<file path="src/hw/rtl/weighted_score_multilevel_queue_assert.svh">
// ----------------------------------------------------------------------------
// weighted_score_multilevel_queue assertion macros
// Concurrent assertion wrappers, compiled away for synthesis.
// ----------------------------------------------------------------------------
`ifndef WEIGHTED_SCORE_MULTILEVEL_QUEUE_ASSERT_SVH
`define WEIGHTED_SCORE_MULTILEVEL_QUEUE_ASSERT_SVH
`ifndef SYNTHESIS
`define WSMLQ_ASSERT(lbl, clk, rst, prop) \
   lbl: assert property (@(posedge clk) disable iff (rst) prop) \
      else $error("wsmlq assertion failed");
`define WSMLQ_ASSERT_ALWAYS(lbl, clk, prop) \
   lbl: assert property (@(posedge clk) prop) \
      else $error("wsmlq assertion failed");
`else
`define WSMLQ_ASSERT(lbl, clk, rst, prop)
`define WSMLQ_ASSERT_ALWAYS(lbl, clk, prop)
`endif
`endif

</file>
<file path="src/hw/rtl/wsmlq_pkg.sv">
// ----------------------------------------------------------------------------
// wsmlq_pkg
// Shared widths, codes and types of the weighted score multilevel queue.
// ----------------------------------------------------------------------------
package wsmlq_pkg;

   localparam int NUM_FEAT       = 8;
   localparam int FEAT_W         = 9;
   localparam int FEAT_IDX_W     = 3;
   localparam int ID_W           = 8;
   localparam int SCORE_W        = 9;
   localparam int STATUS_W       = 2;
   localparam int LEVEL_OUT_W    = 2;
   localparam int LVL_MAX_W      = 4;
   localparam int CSR_IDX_W      = 4;
   localparam int Q8_SHIFT       = 8;
   localparam int Q8_ONE         = 256;
   localparam int BOOST_Q8       = 307;
   localparam int EMERGENT_LIMIT = 128;
   localparam int EMERGENT_IDX   = 7;

   localparam int LEVELS_DEFAULT     = 4;
   localparam int FIFO_DEPTH_DEFAULT = 16;
   localparam int CMDQ_DEPTH_DEFAULT = 2;
   localparam int RAM_WIDTH_DEFAULT  = ID_W;
   localparam int RAM_DEPTH_DEFAULT  = LEVELS_DEFAULT * FIFO_DEPTH_DEFAULT;

   localparam logic REQ_ENQ = 1'b0;
   localparam logic REQ_DEQ = 1'b1;

   typedef logic [NUM_FEAT-1:0][FEAT_W-1:0] q8_vec_type;

   // index 0 is the load weight
   localparam q8_vec_type WEIGHT_RESET = {9'd13, 9'd13, 9'd13, 9'd38,
                                          9'd64, 9'd26, 9'd38, 9'd51};

   typedef enum logic [STATUS_W-1:0] {
      ST_OK      = 2'd0,
      ST_FULL    = 2'd1,
      ST_EMPTY   = 2'd2,
      ST_IGNORED = 2'd3
   } status_type;

   typedef enum logic [1:0] {
      OP_DEQ    = 2'd0,
      OP_ENQ    = 2'd1,
      OP_IGNORE = 2'd2
   } op_type;

   typedef struct packed {
      logic              kind;
      logic [ID_W-1:0]   task_id;
      logic              managed;
      q8_vec_type        feat;
   } request_type;

   typedef struct packed {
      op_type                op;
      logic [ID_W-1:0]       task_id;
      logic [LVL_MAX_W-1:0]  level;
      logic [SCORE_W-1:0]    score;
   } cmd_type;

   typedef struct packed {
      status_type              status;
      logic [ID_W-1:0]         task_id;
      logic [LEVEL_OUT_W-1:0]  level;
      logic [SCORE_W-1:0]      score;
   } rsp_type;

endpackage

</file>
<file path="src/hw/rtl/wsmlq_req_if.sv">
// ----------------------------------------------------------------------------
// wsmlq_req_if
// Request channel: enqueue or dequeue items with task id and features.
// ----------------------------------------------------------------------------
interface wsmlq_req_if;
   logic                          valid;
   logic                          ready;
   logic                          req_type;
   logic [wsmlq_pkg::ID_W-1:0]    task_id;
   logic                          managed;
   logic [wsmlq_pkg::FEAT_W-1:0]  feat_load;
   logic [wsmlq_pkg::FEAT_W-1:0]  feat_memory;
   logic [wsmlq_pkg::FEAT_W-1:0]  feat_io;
   logic [wsmlq_pkg::FEAT_W-1:0]  feat_interactive;
   logic [wsmlq_pkg::FEAT_W-1:0]  feat_realtime;
   logic [wsmlq_pkg::FEAT_W-1:0]  feat_network;
   logic [wsmlq_pkg::FEAT_W-1:0]  feat_priority;
   logic [wsmlq_pkg::FEAT_W-1:0]  feat_emergent;

   modport source (
      output valid, req_type, task_id, managed, feat_load, feat_memory, feat_io,
             feat_interactive, feat_realtime, feat_network, feat_priority,
             feat_emergent,
      input  ready
   );
   modport sink (
      input  valid, req_type, task_id, managed, feat_load, feat_memory, feat_io,
             feat_interactive, feat_realtime, feat_network, feat_priority,
             feat_emergent,
      output ready
   );
endinterface

</file>
<file path="src/hw/rtl/wsmlq_rsp_if.sv">
// ----------------------------------------------------------------------------
// wsmlq_rsp_if
// Result channel: status, task id, level and score of each request.
// ----------------------------------------------------------------------------
interface wsmlq_rsp_if;
   logic                               valid;
   logic                               ready;
   logic [wsmlq_pkg::STATUS_W-1:0]     status;
   logic [wsmlq_pkg::ID_W-1:0]         out_task_id;
   logic [wsmlq_pkg::LEVEL_OUT_W-1:0]  out_level;
   logic [wsmlq_pkg::SCORE_W-1:0]      score;

   modport source (
      output valid, status, out_task_id, out_level, score,
      input  ready
   );
   modport sink (
      input  valid, status, out_task_id, out_level, score,
      output ready
   );
endinterface

</file>
<file path="src/hw/rtl/wsmlq_csr_if.sv">
// ----------------------------------------------------------------------------
// wsmlq_csr_if
// Configuration write channel: register index and write data.
// ----------------------------------------------------------------------------
interface wsmlq_csr_if;
   logic                              valid;
   logic                              ready;
   logic [wsmlq_pkg::CSR_IDX_W-1:0]   index;
   logic [wsmlq_pkg::FEAT_W-1:0]      data;

   modport source (
      output valid, index, data,
      input  ready
   );
   modport sink (
      input  valid, index, data,
      output ready
   );
endinterface

</file>
<file path="src/hw/rtl/weighted_score_multilevel_queue.sv">
// ----------------------------------------------------------------------------
// weighted_score_multilevel_queue
// Multilevel priority queue with weighted feature scoring of enqueued tasks.
// ----------------------------------------------------------------------------
// Each request passes a scoring pipeline (products, partial sums, Q8 sum,
// boost/clamp/level pick), then a two-entry command queue, then the back end
// that owns the level FIFOs. The back end takes one request per cycle while
// its result register is free, except a dequeue that finds a non-empty
// level, which also passes a wait state because the popped id comes from the
// registered read of the shared FIFO RAM. A result passes the scoring
// pipeline, the command queue and the result register, and a dequeue that
// finds an id also the RAM read register. While a result waits in the output
// register, up to six more requests are taken into the scoring pipeline and
// the command queue before the request side stalls. The FIFO RAM needs no
// clearing after reset, so the block accepts requests right away. Weights are
// written through the csr channel, indices 0..7; other indices are ignored.
module weighted_score_multilevel_queue #(
   parameter int LEVELS     = wsmlq_pkg::LEVELS_DEFAULT,
   parameter int FIFO_DEPTH = wsmlq_pkg::FIFO_DEPTH_DEFAULT,
   parameter int CMDQ_DEPTH = wsmlq_pkg::CMDQ_DEPTH_DEFAULT
) (
   input  logic               clock,
   input  logic               reset,
   wsmlq_req_if.sink          req_bus,
   wsmlq_rsp_if.source        rsp_bus,
   wsmlq_csr_if.sink          csr_bus
);
   import wsmlq_pkg::*;

   q8_vec_type   weights_ff;
   request_type  req;
   logic         push_valid, push_ready, pop_valid, pop_ready;
   cmd_type      push_cmd, pop_cmd;
   rsp_type      rsp_data;

   assign csr_bus.ready = 1'b1;

   always_ff @(posedge clock) begin
      if (reset) begin
         weights_ff <= WEIGHT_RESET;
      end else if (csr_bus.valid && csr_bus.index < CSR_IDX_W'(NUM_FEAT)) begin
         weights_ff[csr_bus.index[FEAT_IDX_W-1:0]] <= csr_bus.data;
      end
   end

   always_comb begin
      req.kind    = req_bus.req_type;
      req.task_id = req_bus.task_id;
      req.managed = req_bus.managed;
      req.feat    = {req_bus.feat_emergent, req_bus.feat_priority, req_bus.feat_network,
                     req_bus.feat_realtime, req_bus.feat_interactive, req_bus.feat_io,
                     req_bus.feat_memory, req_bus.feat_load};
   end

   wsmlq_front #(
      .LEVELS (LEVELS)
   ) u_front (
      .clock      (clock),
      .reset      (reset),
      .req_valid  (req_bus.valid),
      .req_ready  (req_bus.ready),
      .req        (req),
      .weights    (weights_ff),
      .push_valid (push_valid),
      .push_ready (push_ready),
      .push_cmd   (push_cmd)
   );

   wsmlq_cmd_queue #(
      .DEPTH (CMDQ_DEPTH)
   ) u_cmd_queue (
      .clock      (clock),
      .reset      (reset),
      .push_valid (push_valid),
      .push_ready (push_ready),
      .push_cmd   (push_cmd),
      .pop_valid  (pop_valid),
      .pop_ready  (pop_ready),
      .pop_cmd    (pop_cmd)
   );

   wsmlq_back #(
      .LEVELS     (LEVELS),
      .FIFO_DEPTH (FIFO_DEPTH)
   ) u_back (
      .clock     (clock),
      .reset     (reset),
      .cmd_valid (pop_valid),
      .cmd_ready (pop_ready),
      .cmd       (pop_cmd),
      .rsp_valid (rsp_bus.valid),
      .rsp_ready (rsp_bus.ready),
      .rsp_data  (rsp_data)
   );

   assign rsp_bus.status      = rsp_data.status;
   assign rsp_bus.out_task_id = rsp_data.task_id;
   assign rsp_bus.out_level   = rsp_data.level;
   assign rsp_bus.score       = rsp_data.score;
endmodule

</file>
<file path="src/hw/rtl/wsmlq_ram.sv">
// ----------------------------------------------------------------------------
// wsmlq_ram
// Generic simple dual-port RAM, one write and one registered read port.
// ----------------------------------------------------------------------------
module wsmlq_ram #(
   parameter int WIDTH = wsmlq_pkg::RAM_WIDTH_DEFAULT,
   parameter int DEPTH = wsmlq_pkg::RAM_DEPTH_DEFAULT
) (
   input  logic                      clock,
   input  logic                      wr_en,
   input  logic [$clog2(DEPTH)-1:0]  wr_addr,
   input  logic [WIDTH-1:0]          wr_data,
   input  logic                      rd_en,
   input  logic [$clog2(DEPTH)-1:0]  rd_addr,
   output logic [WIDTH-1:0]          rd_data
);
   logic [WIDTH-1:0] mem_ff [DEPTH];
   logic [WIDTH-1:0] rd_data_ff;

   always_ff @(posedge clock) begin
      if (wr_en) begin
         mem_ff[wr_addr] <= wr_data;
      end
      if (rd_en) begin
         rd_data_ff <= mem_ff[rd_addr];
      end
   end

   assign rd_data = rd_data_ff;
endmodule

</file>
<file path="src/hw/rtl/wsmlq_front.sv">
// ----------------------------------------------------------------------------
// wsmlq_front
// Classifies requests and scores enqueues in a four stage pipeline:
// products, partial sums, Q8 sum, then boost, clamp and level pick.
// ----------------------------------------------------------------------------
module wsmlq_front #(
   parameter int LEVELS = wsmlq_pkg::LEVELS_DEFAULT
) (
   input  logic                    clock,
   input  logic                    reset,
   input  logic                    req_valid,
   output logic                    req_ready,
   input  wsmlq_pkg::request_type  req,
   input  wsmlq_pkg::q8_vec_type   weights,
   output logic                    push_valid,
   input  logic                    push_ready,
   output wsmlq_pkg::cmd_type      push_cmd
);
   import wsmlq_pkg::*;

   localparam int LVL_W   = $clog2(LEVELS);
   localparam int PROD_W  = 2 * FEAT_W;
   localparam int HALF_N  = NUM_FEAT / 2;
   localparam int HALF_W  = PROD_W + $clog2(HALF_N);
   localparam int ACC_W   = HALF_W + 1;
   localparam int BASE_W  = ACC_W - Q8_SHIFT;
   localparam int BOOST_W = BASE_W + FEAT_W;
   localparam int BST_W   = BOOST_W - Q8_SHIFT;
   localparam int SCALE_W = SCORE_W + LVL_W;

   typedef struct packed {
      op_type           op;
      logic [ID_W-1:0]  task_id;
      logic             boost;
   } front_tag_type;

   logic                s1_valid_ff, s2_valid_ff, s3_valid_ff, out_valid_ff;
   logic                advance;
   front_tag_type       tag_in, tag1_ff, tag2_ff, tag3_ff;
   logic [PROD_W-1:0]   prod_in [NUM_FEAT];
   logic [PROD_W-1:0]   prod_ff [NUM_FEAT];
   logic [HALF_W-1:0]   half_in [2];
   logic [HALF_W-1:0]   half_ff [2];
   logic [ACC_W-1:0]    total;
   logic [BASE_W-1:0]   base_in, base_ff;
   logic [BOOST_W-1:0]  boost_prod;
   logic [BST_W-1:0]    boosted;
   logic [SCORE_W-1:0]  score_in;
   logic [SCALE_W-1:0]  scaled;
   logic [LVL_W-1:0]    lvl_pick;
   cmd_type             cmd_in, cmd_ff;

   // the whole pipe holds when its last stage cannot push
   assign advance   = !out_valid_ff || push_ready;
   assign req_ready = advance;

   always_comb begin
      if (req.kind == REQ_DEQ) begin
         tag_in.op = OP_DEQ;
      end else if (req.managed) begin
         tag_in.op = OP_ENQ;
      end else begin
         tag_in.op = OP_IGNORE;
      end
      tag_in.task_id = req.task_id;
      tag_in.boost   = req.feat[EMERGENT_IDX] > FEAT_W'(EMERGENT_LIMIT);
      for (int i = 0; i < NUM_FEAT; i++) begin
         prod_in[i] = PROD_W'(req.feat[i]) * PROD_W'(weights[i]);
      end
   end

   always_comb begin
      for (int h = 0; h < 2; h++) begin
         half_in[h] = '0;
         for (int k = 0; k < HALF_N; k++) begin
            half_in[h] = half_in[h] + HALF_W'(prod_ff[h * HALF_N + k]);
         end
      end
      total   = ACC_W'(half_ff[0]) + ACC_W'(half_ff[1]);
      base_in = total[ACC_W-1:Q8_SHIFT];
   end

   always_comb begin
      boost_prod = BOOST_W'(base_ff) * BOOST_W'(BOOST_Q8);
      if (tag3_ff.boost) begin
         boosted = boost_prod[BOOST_W-1:Q8_SHIFT];
      end else begin
         boosted = BST_W'(base_ff);
      end
      if (boosted > BST_W'(Q8_ONE)) begin
         score_in = SCORE_W'(Q8_ONE);
      end else begin
         score_in = boosted[SCORE_W-1:0];
      end
      // first level whose threshold the scaled score reaches
      scaled   = SCALE_W'(score_in) * SCALE_W'(LEVELS);
      lvl_pick = LVL_W'(LEVELS - 1);
      for (int i = LEVELS - 1; i >= 0; i--) begin
         if (scaled >= SCALE_W'((LEVELS - i) * Q8_ONE)) begin
            lvl_pick = LVL_W'(i);
         end
      end
      cmd_in.op      = tag3_ff.op;
      cmd_in.task_id = tag3_ff.task_id;
      cmd_in.level   = LVL_MAX_W'(lvl_pick);
      cmd_in.score   = score_in;
   end

   always_ff @(posedge clock) begin
      if (reset) begin
         s1_valid_ff  <= 1'b0;
         s2_valid_ff  <= 1'b0;
         s3_valid_ff  <= 1'b0;
         out_valid_ff <= 1'b0;
      end else if (advance) begin
         s1_valid_ff  <= req_valid;
         s2_valid_ff  <= s1_valid_ff;
         s3_valid_ff  <= s2_valid_ff;
         out_valid_ff <= s3_valid_ff;
      end
   end

   always_ff @(posedge clock) begin
      if (advance) begin
         prod_ff <= prod_in;
         tag1_ff <= tag_in;
         half_ff <= half_in;
         tag2_ff <= tag1_ff;
         base_ff <= base_in;
         tag3_ff <= tag2_ff;
         cmd_ff  <= cmd_in;
      end
   end

   assign push_valid = out_valid_ff;
   assign push_cmd   = cmd_ff;
endmodule

</file>
<file path="src/hw/rtl/wsmlq_cmd_queue.sv">
// ----------------------------------------------------------------------------
// wsmlq_cmd_queue
// Short command queue between the scoring front and the queue back end.
// ----------------------------------------------------------------------------
module wsmlq_cmd_queue #(
   parameter int DEPTH = wsmlq_pkg::CMDQ_DEPTH_DEFAULT
) (
   input  logic                clock,
   input  logic                reset,
   input  logic                push_valid,
   output logic                push_ready,
   input  wsmlq_pkg::cmd_type  push_cmd,
   output logic                pop_valid,
   input  logic                pop_ready,
   output wsmlq_pkg::cmd_type  pop_cmd
);
   import wsmlq_pkg::*;

   localparam int PTR_W = $clog2(DEPTH);
   localparam int CNT_W = $clog2(DEPTH + 1);

   cmd_type            mem_ff [DEPTH];
   logic [PTR_W-1:0]   wr_ptr_ff, wr_ptr_in, rd_ptr_ff, rd_ptr_in;
   logic [CNT_W-1:0]   count_ff, count_in;
   logic               do_push, do_pop;

   assign push_ready = count_ff != CNT_W'(DEPTH);
   assign pop_valid  = count_ff != '0;
   assign pop_cmd    = mem_ff[rd_ptr_ff];
   assign do_push    = push_valid && push_ready;
   assign do_pop     = pop_valid && pop_ready;

   always_comb begin
      wr_ptr_in = wr_ptr_ff;
      rd_ptr_in = rd_ptr_ff;
      count_in  = count_ff;
      if (do_push) begin
         wr_ptr_in = (wr_ptr_ff == PTR_W'(DEPTH - 1)) ? '0 : wr_ptr_ff + 1'b1;
      end
      if (do_pop) begin
         rd_ptr_in = (rd_ptr_ff == PTR_W'(DEPTH - 1)) ? '0 : rd_ptr_ff + 1'b1;
      end
      if (do_push && !do_pop) begin
         count_in = count_ff + 1'b1;
      end else if (do_pop && !do_push) begin
         count_in = count_ff - 1'b1;
      end
   end

   always_ff @(posedge clock) begin
      if (reset) begin
         wr_ptr_ff <= '0;
         rd_ptr_ff <= '0;
         count_ff  <= '0;
      end else begin
         wr_ptr_ff <= wr_ptr_in;
         rd_ptr_ff <= rd_ptr_in;
         count_ff  <= count_in;
      end
   end

   always_ff @(posedge clock) begin
      if (do_push) begin
         mem_ff[wr_ptr_ff] <= push_cmd;
      end
   end
endmodule

</file>
<file path="src/hw/rtl/wsmlq_back.sv">
// ----------------------------------------------------------------------------
// wsmlq_back
// Executes commands against the per-level FIFOs held in one shared RAM and
// drives the result register.
// ----------------------------------------------------------------------------
module wsmlq_back #(
   parameter int LEVELS     = wsmlq_pkg::LEVELS_DEFAULT,
   parameter int FIFO_DEPTH = wsmlq_pkg::FIFO_DEPTH_DEFAULT
) (
   input  logic                clock,
   input  logic                reset,
   input  logic                cmd_valid,
   output logic                cmd_ready,
   input  wsmlq_pkg::cmd_type  cmd,
   output logic                rsp_valid,
   input  logic                rsp_ready,
   output wsmlq_pkg::rsp_type  rsp_data
);
   import wsmlq_pkg::*;

   `include "weighted_score_multilevel_queue_assert.svh"

   localparam int LVL_W    = $clog2(LEVELS);
   localparam int PTR_W    = $clog2(FIFO_DEPTH);
   localparam int CNT_W    = $clog2(FIFO_DEPTH + 1);
   localparam int RAM_DEPTH = LEVELS * FIFO_DEPTH;
   localparam int ADDR_W   = $clog2(RAM_DEPTH);

   typedef enum logic [1:0] {
      S_IDLE = 2'b01,
      S_WAIT = 2'b10
   } back_state_type;

   back_state_type         state_ff, state_in;
   logic [PTR_W-1:0]       head_ff [LEVELS];
   logic [PTR_W-1:0]       head_in [LEVELS];
   logic [PTR_W-1:0]       tail_ff [LEVELS];
   logic [PTR_W-1:0]       tail_in [LEVELS];
   logic [CNT_W-1:0]       fill_ff [LEVELS];
   logic [CNT_W-1:0]       fill_in [LEVELS];
   logic [LVL_W-1:0]       pend_lvl_ff, pend_lvl_in;
   logic [LVL_MAX_W-1:0]   pend_lvl_ext;
   logic                   rsp_valid_ff, rsp_valid_in, rsp_load;
   rsp_type                rsp_ff, rsp_in;
   logic                   out_free, take;
   logic [LVL_W-1:0]       deq_lvl, enq_lvl;
   logic                   any_ne, enq_full, fill_over;
   logic                   deq_hit, deq_miss, pop_done, pop_ok;
   logic                   ram_wr_en, ram_rd_en;
   logic [ADDR_W-1:0]      ram_wr_addr, ram_rd_addr;
   logic [ID_W-1:0]        ram_rd_data;

   assign out_free  = !rsp_valid_ff || rsp_ready;
   assign cmd_ready = (state_ff == S_IDLE) && out_free;
   assign take      = cmd_valid && cmd_ready;
   assign enq_lvl   = cmd.level[LVL_W-1:0];
   assign enq_full  = fill_ff[enq_lvl] == CNT_W'(FIFO_DEPTH);
   assign pend_lvl_ext = LVL_MAX_W'(pend_lvl_ff);

   // highest non-empty level, level 0 first
   always_comb begin
      deq_lvl   = '0;
      any_ne    = 1'b0;
      fill_over = 1'b0;
      for (int l = LEVELS - 1; l >= 0; l--) begin
         if (fill_ff[l] != '0) begin
            deq_lvl = LVL_W'(l);
            any_ne  = 1'b1;
         end
         if (fill_ff[l] > CNT_W'(FIFO_DEPTH)) begin
            fill_over = 1'b1;
         end
      end
   end

   assign ram_rd_addr = ADDR_W'(deq_lvl) * ADDR_W'(FIFO_DEPTH) + ADDR_W'(head_ff[deq_lvl]);
   assign ram_wr_addr = ADDR_W'(enq_lvl) * ADDR_W'(FIFO_DEPTH) + ADDR_W'(tail_ff[enq_lvl]);

   always_comb begin
      state_in       = state_ff;
      head_in        = head_ff;
      tail_in        = tail_ff;
      fill_in        = fill_ff;
      pend_lvl_in    = pend_lvl_ff;
      rsp_load       = 1'b0;
      rsp_in.status  = ST_OK;
      rsp_in.task_id = cmd.task_id;
      rsp_in.level   = '0;
      rsp_in.score   = '0;
      ram_wr_en      = 1'b0;
      ram_rd_en      = 1'b0;
      case (state_ff)
         S_IDLE: begin
            if (take) begin
               case (cmd.op)
                  OP_DEQ: begin
                     if (any_ne) begin
                        ram_rd_en   = 1'b1;
                        pend_lvl_in = deq_lvl;
                        head_in[deq_lvl] = (head_ff[deq_lvl] == PTR_W'(FIFO_DEPTH - 1)) ?
                                           '0 : head_ff[deq_lvl] + 1'b1;
                        fill_in[deq_lvl] = fill_ff[deq_lvl] - 1'b1;
                        state_in    = S_WAIT;
                     end else begin
                        rsp_load       = 1'b1;
                        rsp_in.status  = ST_EMPTY;
                        rsp_in.task_id = '0;
                     end
                  end
                  OP_ENQ: begin
                     rsp_load     = 1'b1;
                     rsp_in.level = cmd.level[LEVEL_OUT_W-1:0];
                     rsp_in.score = cmd.score;
                     if (enq_full) begin
                        rsp_in.status = ST_FULL;
                     end else begin
                        ram_wr_en = 1'b1;
                        tail_in[enq_lvl] = (tail_ff[enq_lvl] == PTR_W'(FIFO_DEPTH - 1)) ?
                                           '0 : tail_ff[enq_lvl] + 1'b1;
                        fill_in[enq_lvl] = fill_ff[enq_lvl] + 1'b1;
                     end
                  end
                  OP_IGNORE: begin
                     rsp_load      = 1'b1;
                     rsp_in.status = ST_IGNORED;
                  end
                  default: begin
                     rsp_load      = 1'b1;
                     rsp_in.status = ST_IGNORED;
                  end
               endcase
            end
         end
         S_WAIT: begin
            // popped id arrives from the registered ram read
            if (out_free) begin
               rsp_load       = 1'b1;
               rsp_in.task_id = ram_rd_data;
               rsp_in.level   = pend_lvl_ext[LEVEL_OUT_W-1:0];
               state_in       = S_IDLE;
            end
         end
         default: begin
            state_in = S_IDLE;
         end
      endcase
      if (rsp_load) begin
         rsp_valid_in = 1'b1;
      end else if (out_free) begin
         rsp_valid_in = 1'b0;
      end else begin
         rsp_valid_in = rsp_valid_ff;
      end
   end

   always_ff @(posedge clock) begin
      if (reset) begin
         state_ff     <= S_IDLE;
         rsp_valid_ff <= 1'b0;
         for (int l = 0; l < LEVELS; l++) begin
            head_ff[l] <= '0;
            tail_ff[l] <= '0;
            fill_ff[l] <= '0;
         end
      end else begin
         state_ff     <= state_in;
         rsp_valid_ff <= rsp_valid_in;
         head_ff      <= head_in;
         tail_ff      <= tail_in;
         fill_ff      <= fill_in;
      end
   end

   always_ff @(posedge clock) begin
      pend_lvl_ff <= pend_lvl_in;
      if (rsp_load) begin
         rsp_ff <= rsp_in;
      end
   end

   wsmlq_ram #(
      .WIDTH (ID_W),
      .DEPTH (RAM_DEPTH)
   ) u_store (
      .clock   (clock),
      .wr_en   (ram_wr_en),
      .wr_addr (ram_wr_addr),
      .wr_data (cmd.task_id),
      .rd_en   (ram_rd_en),
      .rd_addr (ram_rd_addr),
      .rd_data (ram_rd_data)
   );

   assign rsp_valid = rsp_valid_ff;
   assign rsp_data  = rsp_ff;

   assign deq_hit  = take && cmd.op == OP_DEQ && any_ne;
   assign deq_miss = take && cmd.op == OP_DEQ && !any_ne;
   assign pop_done = state_ff == S_WAIT && out_free;
   assign pop_ok   = rsp_valid_ff && rsp_ff.status == ST_OK && rsp_ff.score == '0;

   `WSMLQ_ASSERT(a_fill_bound, clock, reset, !fill_over)
   `WSMLQ_ASSERT(a_pop_waits, clock, reset, deq_hit |=> (state_ff == S_WAIT && !rsp_valid_ff))
   `WSMLQ_ASSERT(a_pop_result, clock, reset, pop_done |=> pop_ok)
   `WSMLQ_ASSERT(a_empty_flag, clock, reset, deq_miss |=> (rsp_valid_ff && rsp_ff.status == ST_EMPTY))
endmodule

</file>
<file path="src/flat_wrapper.sv">
// flat-port wrapper written by rule: the top's interface ports become plain ports
module weighted_score_multilevel_queue_flat import wsmlq_pkg::*;
#(
   parameter int LEVELS     = wsmlq_pkg::LEVELS_DEFAULT,
   parameter int FIFO_DEPTH = wsmlq_pkg::FIFO_DEPTH_DEFAULT,
   parameter int CMDQ_DEPTH = wsmlq_pkg::CMDQ_DEPTH_DEFAULT
)
  (clock, reset, req_bus_valid, req_bus_req_type, req_bus_task_id, req_bus_managed, req_bus_feat_load, req_bus_feat_memory, req_bus_feat_io, req_bus_feat_interactive, req_bus_feat_realtime, req_bus_feat_network, req_bus_feat_priority, req_bus_feat_emergent, req_bus_ready, rsp_bus_valid, rsp_bus_status, rsp_bus_out_task_id, rsp_bus_out_level, rsp_bus_score, rsp_bus_ready, csr_bus_valid, csr_bus_index, csr_bus_data, csr_bus_ready);
  wsmlq_req_if req_bus_i ();
  wsmlq_rsp_if rsp_bus_i ();
  wsmlq_csr_if csr_bus_i ();
  input  logic clock;
  input  logic reset;
  input wire logic [$bits(req_bus_i.valid)-1:0] req_bus_valid;
  input wire logic [$bits(req_bus_i.req_type)-1:0] req_bus_req_type;
  input wire logic [$bits(req_bus_i.task_id)-1:0] req_bus_task_id;
  input wire logic [$bits(req_bus_i.managed)-1:0] req_bus_managed;
  input wire logic [$bits(req_bus_i.feat_load)-1:0] req_bus_feat_load;
  input wire logic [$bits(req_bus_i.feat_memory)-1:0] req_bus_feat_memory;
  input wire logic [$bits(req_bus_i.feat_io)-1:0] req_bus_feat_io;
  input wire logic [$bits(req_bus_i.feat_interactive)-1:0] req_bus_feat_interactive;
  input wire logic [$bits(req_bus_i.feat_realtime)-1:0] req_bus_feat_realtime;
  input wire logic [$bits(req_bus_i.feat_network)-1:0] req_bus_feat_network;
  input wire logic [$bits(req_bus_i.feat_priority)-1:0] req_bus_feat_priority;
  input wire logic [$bits(req_bus_i.feat_emergent)-1:0] req_bus_feat_emergent;
  output wire logic [$bits(req_bus_i.ready)-1:0] req_bus_ready;
  output wire logic [$bits(rsp_bus_i.valid)-1:0] rsp_bus_valid;
  output wire logic [$bits(rsp_bus_i.status)-1:0] rsp_bus_status;
  output wire logic [$bits(rsp_bus_i.out_task_id)-1:0] rsp_bus_out_task_id;
  output wire logic [$bits(rsp_bus_i.out_level)-1:0] rsp_bus_out_level;
  output wire logic [$bits(rsp_bus_i.score)-1:0] rsp_bus_score;
  input wire logic [$bits(rsp_bus_i.ready)-1:0] rsp_bus_ready;
  input wire logic [$bits(csr_bus_i.valid)-1:0] csr_bus_valid;
  input wire logic [$bits(csr_bus_i.index)-1:0] csr_bus_index;
  input wire logic [$bits(csr_bus_i.data)-1:0] csr_bus_data;
  output wire logic [$bits(csr_bus_i.ready)-1:0] csr_bus_ready;
  assign req_bus_i.valid = req_bus_valid;
  assign req_bus_i.req_type = req_bus_req_type;
  assign req_bus_i.task_id = req_bus_task_id;
  assign req_bus_i.managed = req_bus_managed;
  assign req_bus_i.feat_load = req_bus_feat_load;
  assign req_bus_i.feat_memory = req_bus_feat_memory;
  assign req_bus_i.feat_io = req_bus_feat_io;
  assign req_bus_i.feat_interactive = req_bus_feat_interactive;
  assign req_bus_i.feat_realtime = req_bus_feat_realtime;
  assign req_bus_i.feat_network = req_bus_feat_network;
  assign req_bus_i.feat_priority = req_bus_feat_priority;
  assign req_bus_i.feat_emergent = req_bus_feat_emergent;
  assign req_bus_ready = req_bus_i.ready;
  assign rsp_bus_valid = rsp_bus_i.valid;
  assign rsp_bus_status = rsp_bus_i.status;
  assign rsp_bus_out_task_id = rsp_bus_i.out_task_id;
  assign rsp_bus_out_level = rsp_bus_i.out_level;
  assign rsp_bus_score = rsp_bus_i.score;
  assign rsp_bus_i.ready = rsp_bus_ready;
  assign csr_bus_i.valid = csr_bus_valid;
  assign csr_bus_i.index = csr_bus_index;
  assign csr_bus_i.data = csr_bus_data;
  assign csr_bus_ready = csr_bus_i.ready;
  weighted_score_multilevel_queue #(.LEVELS(LEVELS), .FIFO_DEPTH(FIFO_DEPTH), .CMDQ_DEPTH(CMDQ_DEPTH)) u_core (.clock(clock), .reset(reset), .req_bus(req_bus_i), .rsp_bus(rsp_bus_i), .csr_bus(csr_bus_i));
endmodule
</file>
<file path="config.mk">
export PLATFORM = sky130hd
export DESIGN_NAME = weighted_score_multilevel_queue_flat
export DESIGN_NICKNAME = d
export VERILOG_FILES = /design/src/hw/rtl/wsmlq_pkg.sv /design/src/hw/rtl/wsmlq_req_if.sv /design/src/hw/rtl/wsmlq_rsp_if.sv /design/src/hw/rtl/wsmlq_csr_if.sv /design/src/hw/rtl/weighted_score_multilevel_queue.sv /design/src/hw/rtl/wsmlq_ram.sv /design/src/hw/rtl/wsmlq_front.sv /design/src/hw/rtl/wsmlq_cmd_queue.sv /design/src/hw/rtl/wsmlq_back.sv /design/src/flat_wrapper.sv
export VERILOG_INCLUDE_DIRS = /design/src /design/src/hw/rtl
export SDC_FILE = /design/constraint.sdc
export NUM_CORES = 2
export LEC_CHECK = 0
export BUFFER_PORTS_ARGS = -buffer_cell sky130_fd_sc_hd__buf_2
export CORE_MARGIN = 2
export CORE_UTILIZATION = 55
export CTS_BUF_LIST = sky130_fd_sc_hd__clkbuf_16
export DETAILED_ROUTE_END_ITERATION = 16
export PLACE_DENSITY = 0.71
export SYNTH_ARGS = -nofsm -noshare
export SYNTH_HDL_FRONTEND = slang
export SYNTH_HIERARCHICAL = 1
export SYNTH_SLANG_ARGS = --single-unit
</file>
<file path="constraint.sdc">
create_clock -name clock -period 19.2 [get_ports clock]
set_input_delay 4.8 -clock clock [delete_from_list [all_inputs] [get_ports clock]]
set_output_delay 4.8 -clock clock [all_outputs]
set_load 0.005 [all_outputs]
</file>
* After elaboration in Yosys (flattened, before gate mapping)
Memory sizes are Yosys's and may differ from the RTL's. A register that Yosys moved wholly into a read port is not among the register bits.
Cells that the tools add are included.
** Storage, ports and cells
- RAM bits :: 554
- Memories :: 2
- Output and inout bits :: 24
- Logic and storage cells :: 229
- Register bits after elaboration :: 409
** Operators by class
- Bitwise logic cells :: 3
- Eq/ne operators :: 13
- Multiplexer cells :: 83
- Magnitude comparators :: 12
- Reductions and logical operators :: 31
- Multipliers :: 9
- Add/subtract/negate cells :: 17
** Memories
- u_core.u_back.u_store.mem_ff :: depth 64, width 8, rd ports 1, clocked after Yosys merged registers in 1, wr ports 1, line wsmlq_ram.sv:17 : logic [WIDTH-1:0] mem_ff [DEPTH];
- u_core.u_cmd_queue.mem_ff :: depth 2, width 21, rd ports 1, clocked after Yosys merged registers in 1, wr ports 1, line wsmlq_cmd_queue.sv:22 : cmd_type mem_ff [DEPTH];
** Operators by type and width (number)
- 9-bit by 9-bit multiplier with 18-bit output :: 8
- 72-bit bitwise mux :: 1
- 19-bit by 18-bit adder with 20-bit output :: 2
- 20-bit by 18-bit adder with 20-bit output :: 2
- 20-bit bitwise mux :: 2
- 20-bit 2-to-1 mux :: 2
- 20-bit case mux with 2 select lines :: 1
- 18-bit by 18-bit adder with 19-bit output :: 2
- 16-bit bitwise mux :: 2
- 4-bit 2-to-1 mux :: 8
- 5-bit 2-to-1 mux :: 6
- 1-bit 2-to-1 mux :: 29
- 9-bit demux with 3-bit select :: 1
- 11-bit by 10-bit greater-or-equal comparator with 1-bit output (second input constant) :: 2
- 13-bit by 9-bit multiplier with 22-bit output (second input constant) :: 1
- 2-bit 2-to-1 mux :: 11
- 20-bit by 20-bit adder with 21-bit output :: 1
- 5-bit binary-select mux with 2-bit select :: 2
- 5-bit demux with 2-bit select :: 2
- 10-bit 2-to-1 mux :: 2
- 10-bit case mux with 2 select lines :: 1
- 5-bit nonzero test :: 4
- 19-bit 2-to-1 mux :: 1
- 9-bit 2-to-1 mux :: 2
- other kinds (40) :: 73

* Depth between registers and ports, before layout
- Depth in word-level cells :: 13
- Gate-level depth with buffers :: 20
- Depth with buffers taken out :: 19

* Cells and area by module
Netlist, hierarchy kept.
** By module, submodules not included
- wsmlq_front :: cells an instance 3314, area an instance 33726.1 sq um, instances 1
- wsmlq_ram :: cells an instance 967, area an instance 20317.0 sq um, instances 1
- wsmlq_back :: cells an instance 456, area an instance 4299.1 sq um, instances 1
- weighted_score_multilevel_queue :: cells an instance 267, area an instance 2880.3 sq um, instances 1
- wsmlq_cmd_queue :: cells an instance 95, area an instance 1873.0 sq um, instances 1

* Least setup slack after synthesis
OpenSTA, ideal clock, no wires.
- Path type :: reg2out
- Start point :: reg u_core.u_cmd_queue.count_ff[0]
- End point :: out req_bus_ready
- Arrival :: 7632 ps
- Data required time :: 14400 ps
- Path slack :: 6768 ps
- Cell stages (with the launch flop) :: 4
- Path through :: dfxtp_1 -> nand2b_1 -> nand2b_1 -> clkbuf_1
** On the way
- Longest elaborated chain between the ends :: 2
** RTL lines
- from (decl) :: line wsmlq_cmd_queue.sv:24 : logic [CNT_W-1:0] count_ff, count_in;
- from (signal assigned) :: line wsmlq_cmd_queue.sv:58 : count_ff <= count_in;
- 2-bit != test :: line wsmlq_cmd_queue.sv:27 : assign push_ready = count_ff != CNT_W'(DEPTH);
- via u_core.push_ready :: line weighted_score_multilevel_queue.sv:32 : logic push_valid, push_ready, pop_valid, pop_ready;
- 1-bit logical OR :: line wsmlq_front.sv:54 : assign advance = !out_valid_ff || push_ready;
- to (decl) :: line flat_wrapper.sv:26 : output wire logic [$bits(req_bus_i.ready)-1:0] req_bus_ready;
The timed path passes the listed nets, and every way through them passes these cells.

==> results.md <==
* Final critical delay including setup and external delays at 8.606 ns
* Detailed-placement wirelength estimate at 100,200 um
* Final Hold Viols at 0
* Via count at 38,596
* Actual transition at the worst max-transition pin at about 1.3 ns
* Data required time at the worst endpoint at 19.64 ns
* Sum of met2 wire segment lengths after detailed routing at 67,080 um
* Placeable core region at around 0.11 mm2
* Post-CTS Setup Bufs at 0
* Setup repair after global routing missed its margin: no
* Height of the die at ~340 um
* Endpoint type of the worst setup path: flip-flop
* Number of hold buffers added after cts at 0
* Netlist area before placement at about 0.063 mm2
* Die X-Extent at 342.3 um
* Critical Path Max Stage Delay at 0.52 ns
* Critical path startpoint: req_bus_feat_load[5]
* Maximum clock path buffer count at 3
* Cell row count at about 120
* Antenna-violating nets left at 0
* Vias per Instance at ~5.7
* Antenna violations before repair at 1
* Synth Instances at a little over 5,000
* Clk slew on worst S/H paths at 0.06 ns
* Max transition margin at 0.1517
* Global-route wire length before repair at 219,900 um
* Number of clock buffers inserted by TritonCTS at 99
* Hold Crit Class: reg2reg
* Startpoint types: primary input
* Worst-path cell chain: buf_2 -> nand2_1 -> fa_1 -> fa_1 -> inv_1 -> ha_1 -> inv_1 -> fa_1 -> inv_1 -> ha_1 -> a21o_1 -> a21oi_1 -> o21ai_1 -> nand2_1 -> o21ai_1 -> or4_1 -> a2111o_1 -> o211a_1
* Clock tree root buffer cell: sky130_fd_sc_hd__clkbuf_16
* Post-route clock period utilization at 0.4482
* Via count of the first global-routing pass at about 40,000
* Startpoint of the worst register-to-register path: u_core/u_back/fill_ff[5]
* Routed WL at 138,600 um
* Setup CP Type: in2reg
* CTS HTree Levels at 3
* Maximum clock skew at final layout at 0.04529 ns
* Starting Density at 0.5526
* Pre-antenna DRT Iters at 6
* Overflow left after global routing at 0
* Leakage at 28.41 nW
* CP max stage cell: sky130_fd_sc_hd__fa_1
* Arrival time of data at the critical path endpoint at 9.05 ns
* Buf/Inv on CP at 4
* Routed length on met1 at 58,940 um
* Setup slack, reg-to-reg at 13.17 ns
* Final routed DRC violation total at 0
* I/O pin total at between 100 and 150
* Net total in the final layout at 6,174
* Pwr/cell area at 145.0 mW/mm2
* Crit Path Max Fanout at 9
* Post-Synthesis Mean Instance Area at around 12 um2
* Post-cts gate resize count at 0
* Post-route setup slack at 10.59 ns
* Count of warnings emitted by yosys at 6
* Run status: finished clean
* Max-capacitance violation count at 0
* Max Clock Freq at roughly 120 MHz
* Max layer used: met4
* Reg2Reg Capture Point: u_core/u_back/u_store/rd_data[4]
* DRT iter0 DRCs at 2,871
* Layout Area Growth over Synthesis at 8.239%
* Total number of cells along the worst setup path at 18
* Post-Place Worst Slack at 9.912 ns
* End point of the critical path: u_core/u_front/prod_ff[143]
* Clock insertion delay at the later pin of the skew report at 0.69 ns
* Pin count of the biggest net entering global routing at 71
* Input/output buffers at 122
* Overall track demand over capacity in global routing at 0.2410
* Die area at about 0.12 mm2
* Final max-slew violation count at 0
* Weighted congestion at the end of routability-driven global placement at 0.8804
* Ratio of cells with drive above 1 in the final layout at 0.1058
* Clock tree from TritonCTS: yes
* TritonCTS Sinks at 972
* Number of nets produced by synthesis at between 6,000 and 7,000
* Detailed-route wire length per cell at 20.53 um
* Peak supply drop at 0.0002889 V
* Fin Setup TNS at 0 ns
* Worst Reg-to-Reg Cells at 13
* Kind of cell adding the most delay to the critical path: adder cells
* Met3 WL at between 7000 and 8000 um
* Setup Viol. Count Final at 0
[worst register-to-register path, delay by kind of cell (launching register included)]
| kind | cells | cell delay [ns] |
|---|---|---|
| buf+inv | 4 | 2.07 |
| simple gates | 1 | 0.75 |
| flops | 1 | 0.36 |
| compound gates | 5 | 1.61 |
| mux | 3 | 0.97 |
[routing by layer]
layer / GRT usage / vias up
li1: - / 17714
met4: 0.08059 / 0
met3: 0.03040 / 242
met5: 0 / -
met1: 0.3300 / 19414
met2: 0.4009 / 1226
[cells in the final DEF (no fill, tap or decap), types with 49 or more instances in the layout]
| cell type | count |
|---|---|
| sky130_fd_sc_hd__edfxtp_1 | 836 |
| sky130_fd_sc_hd__inv_1 | 642 |
| sky130_fd_sc_hd__nand2_1 | 504 |
| sky130_fd_sc_hd__fa_1 | 497 |
| sky130_fd_sc_hd__ha_1 | 424 |
| sky130_fd_sc_hd__and2_1 | 285 |
| sky130_fd_sc_hd__nor2_1 | 259 |
| sky130_fd_sc_hd__a21oi_1 | 136 |
| sky130_fd_sc_hd__dfxtp_1 | 136 |
| sky130_fd_sc_hd__mux4_2 | 128 |
| sky130_fd_sc_hd__mux2i_1 | 125 |
| sky130_fd_sc_hd__buf_2 | 121 |
| sky130_fd_sc_hd__xnor2_1 | 120 |
| sky130_fd_sc_hd__clkbuf_16 | 101 |
| sky130_fd_sc_hd__nand2b_1 | 81 |
| sky130_fd_sc_hd__nor3_1 | 74 |
| sky130_fd_sc_hd__nand3_1 | 55 |
| sky130_fd_sc_hd__o21ai_0 | 49 |
[through the flow]
stage / std cells / util / hold WS (ns) / instance area, um2 / power [W]
after detailed placement: 6564 / 0.5690 / 0.4045 / 64790 / 0.007916
after global routing: 6750 / 0.5981 / 0.4270 / 68120 / 0.01052
after global placement: 6564 / 0.5690 / 0.4036 / 64790 / 0.007800
final: 6751 / 0.5982 / 0.4198 / 68120 / 0.009880
after CTS: 6750 / 0.5981 / 0.4178 / 68120 / 0.009891
after floorplan: 5090 / - / 0.4003 / 62930 / 0.006674
[power by group]
part	switching [W]	leakage [nW]	total [W]	internal (W)
Combinational	0.00300	17.6	0.00503	0.00203
Clock	0.000818	1.68	0.00194	0.00112
Sequential	0.000141	9.14	0.00291	0.00277
Total	0.00395	28.4	0.00988	0.00593
[worst min-delay path by stage]
stage | start | end | cells after the start
final | u_core/u_front/tag1_ff[10] | u_core/u_front/tag2_ff[10] | 0
after global placement | u_core/u_front/tag2_ff[5] | u_core/u_front/cmd_in[17] | 0
after floorplan | u_core/u_front/tag2_ff[1] | u_core/u_front/cmd_in[13] | 0
after detailed placement | u_core/u_front/tag2_ff[6] | u_core/u_front/cmd_in[18] | 0
after CTS | u_core/u_front/cmd_in[14] | u_core/u_front/push_cmd[14] | 0
after global routing | u_core/u_front/tag1_ff[1] | u_core/u_front/tag2_ff[1] | 0
[sequential cells by signal, indices dropped and copies added (netlist names), 16 cells and up, named ones only]
signal                        flops
u_core/u_back/head_ff            16
u_core/u_back/tail_ff            16
u_core/u_cmd_queue/mem_ff        42
u_core/u_back/u_store/mem_ff    512
u_core/u_back/fill_ff            20
u_core/u_front/half_ff           40
u_core/u_back/rsp_data           21
u_core/u_front/push_cmd          21
u_core/u_front/prod_ff          144
u_core/weights_ff                72
[area by class of cell]
type,instances,area [um2]
diodes,1,2.502
clock buffers,101,2527
clock inverters,85,794.5
fillers,9006,45760
inverters,628,2365
multi-input cells,3296,31840
flip-flops and latches,972,27830
well taps,1512,1892
repair buffers,156,868.3
Note: power is estimated with default switching activity, not from simulation.
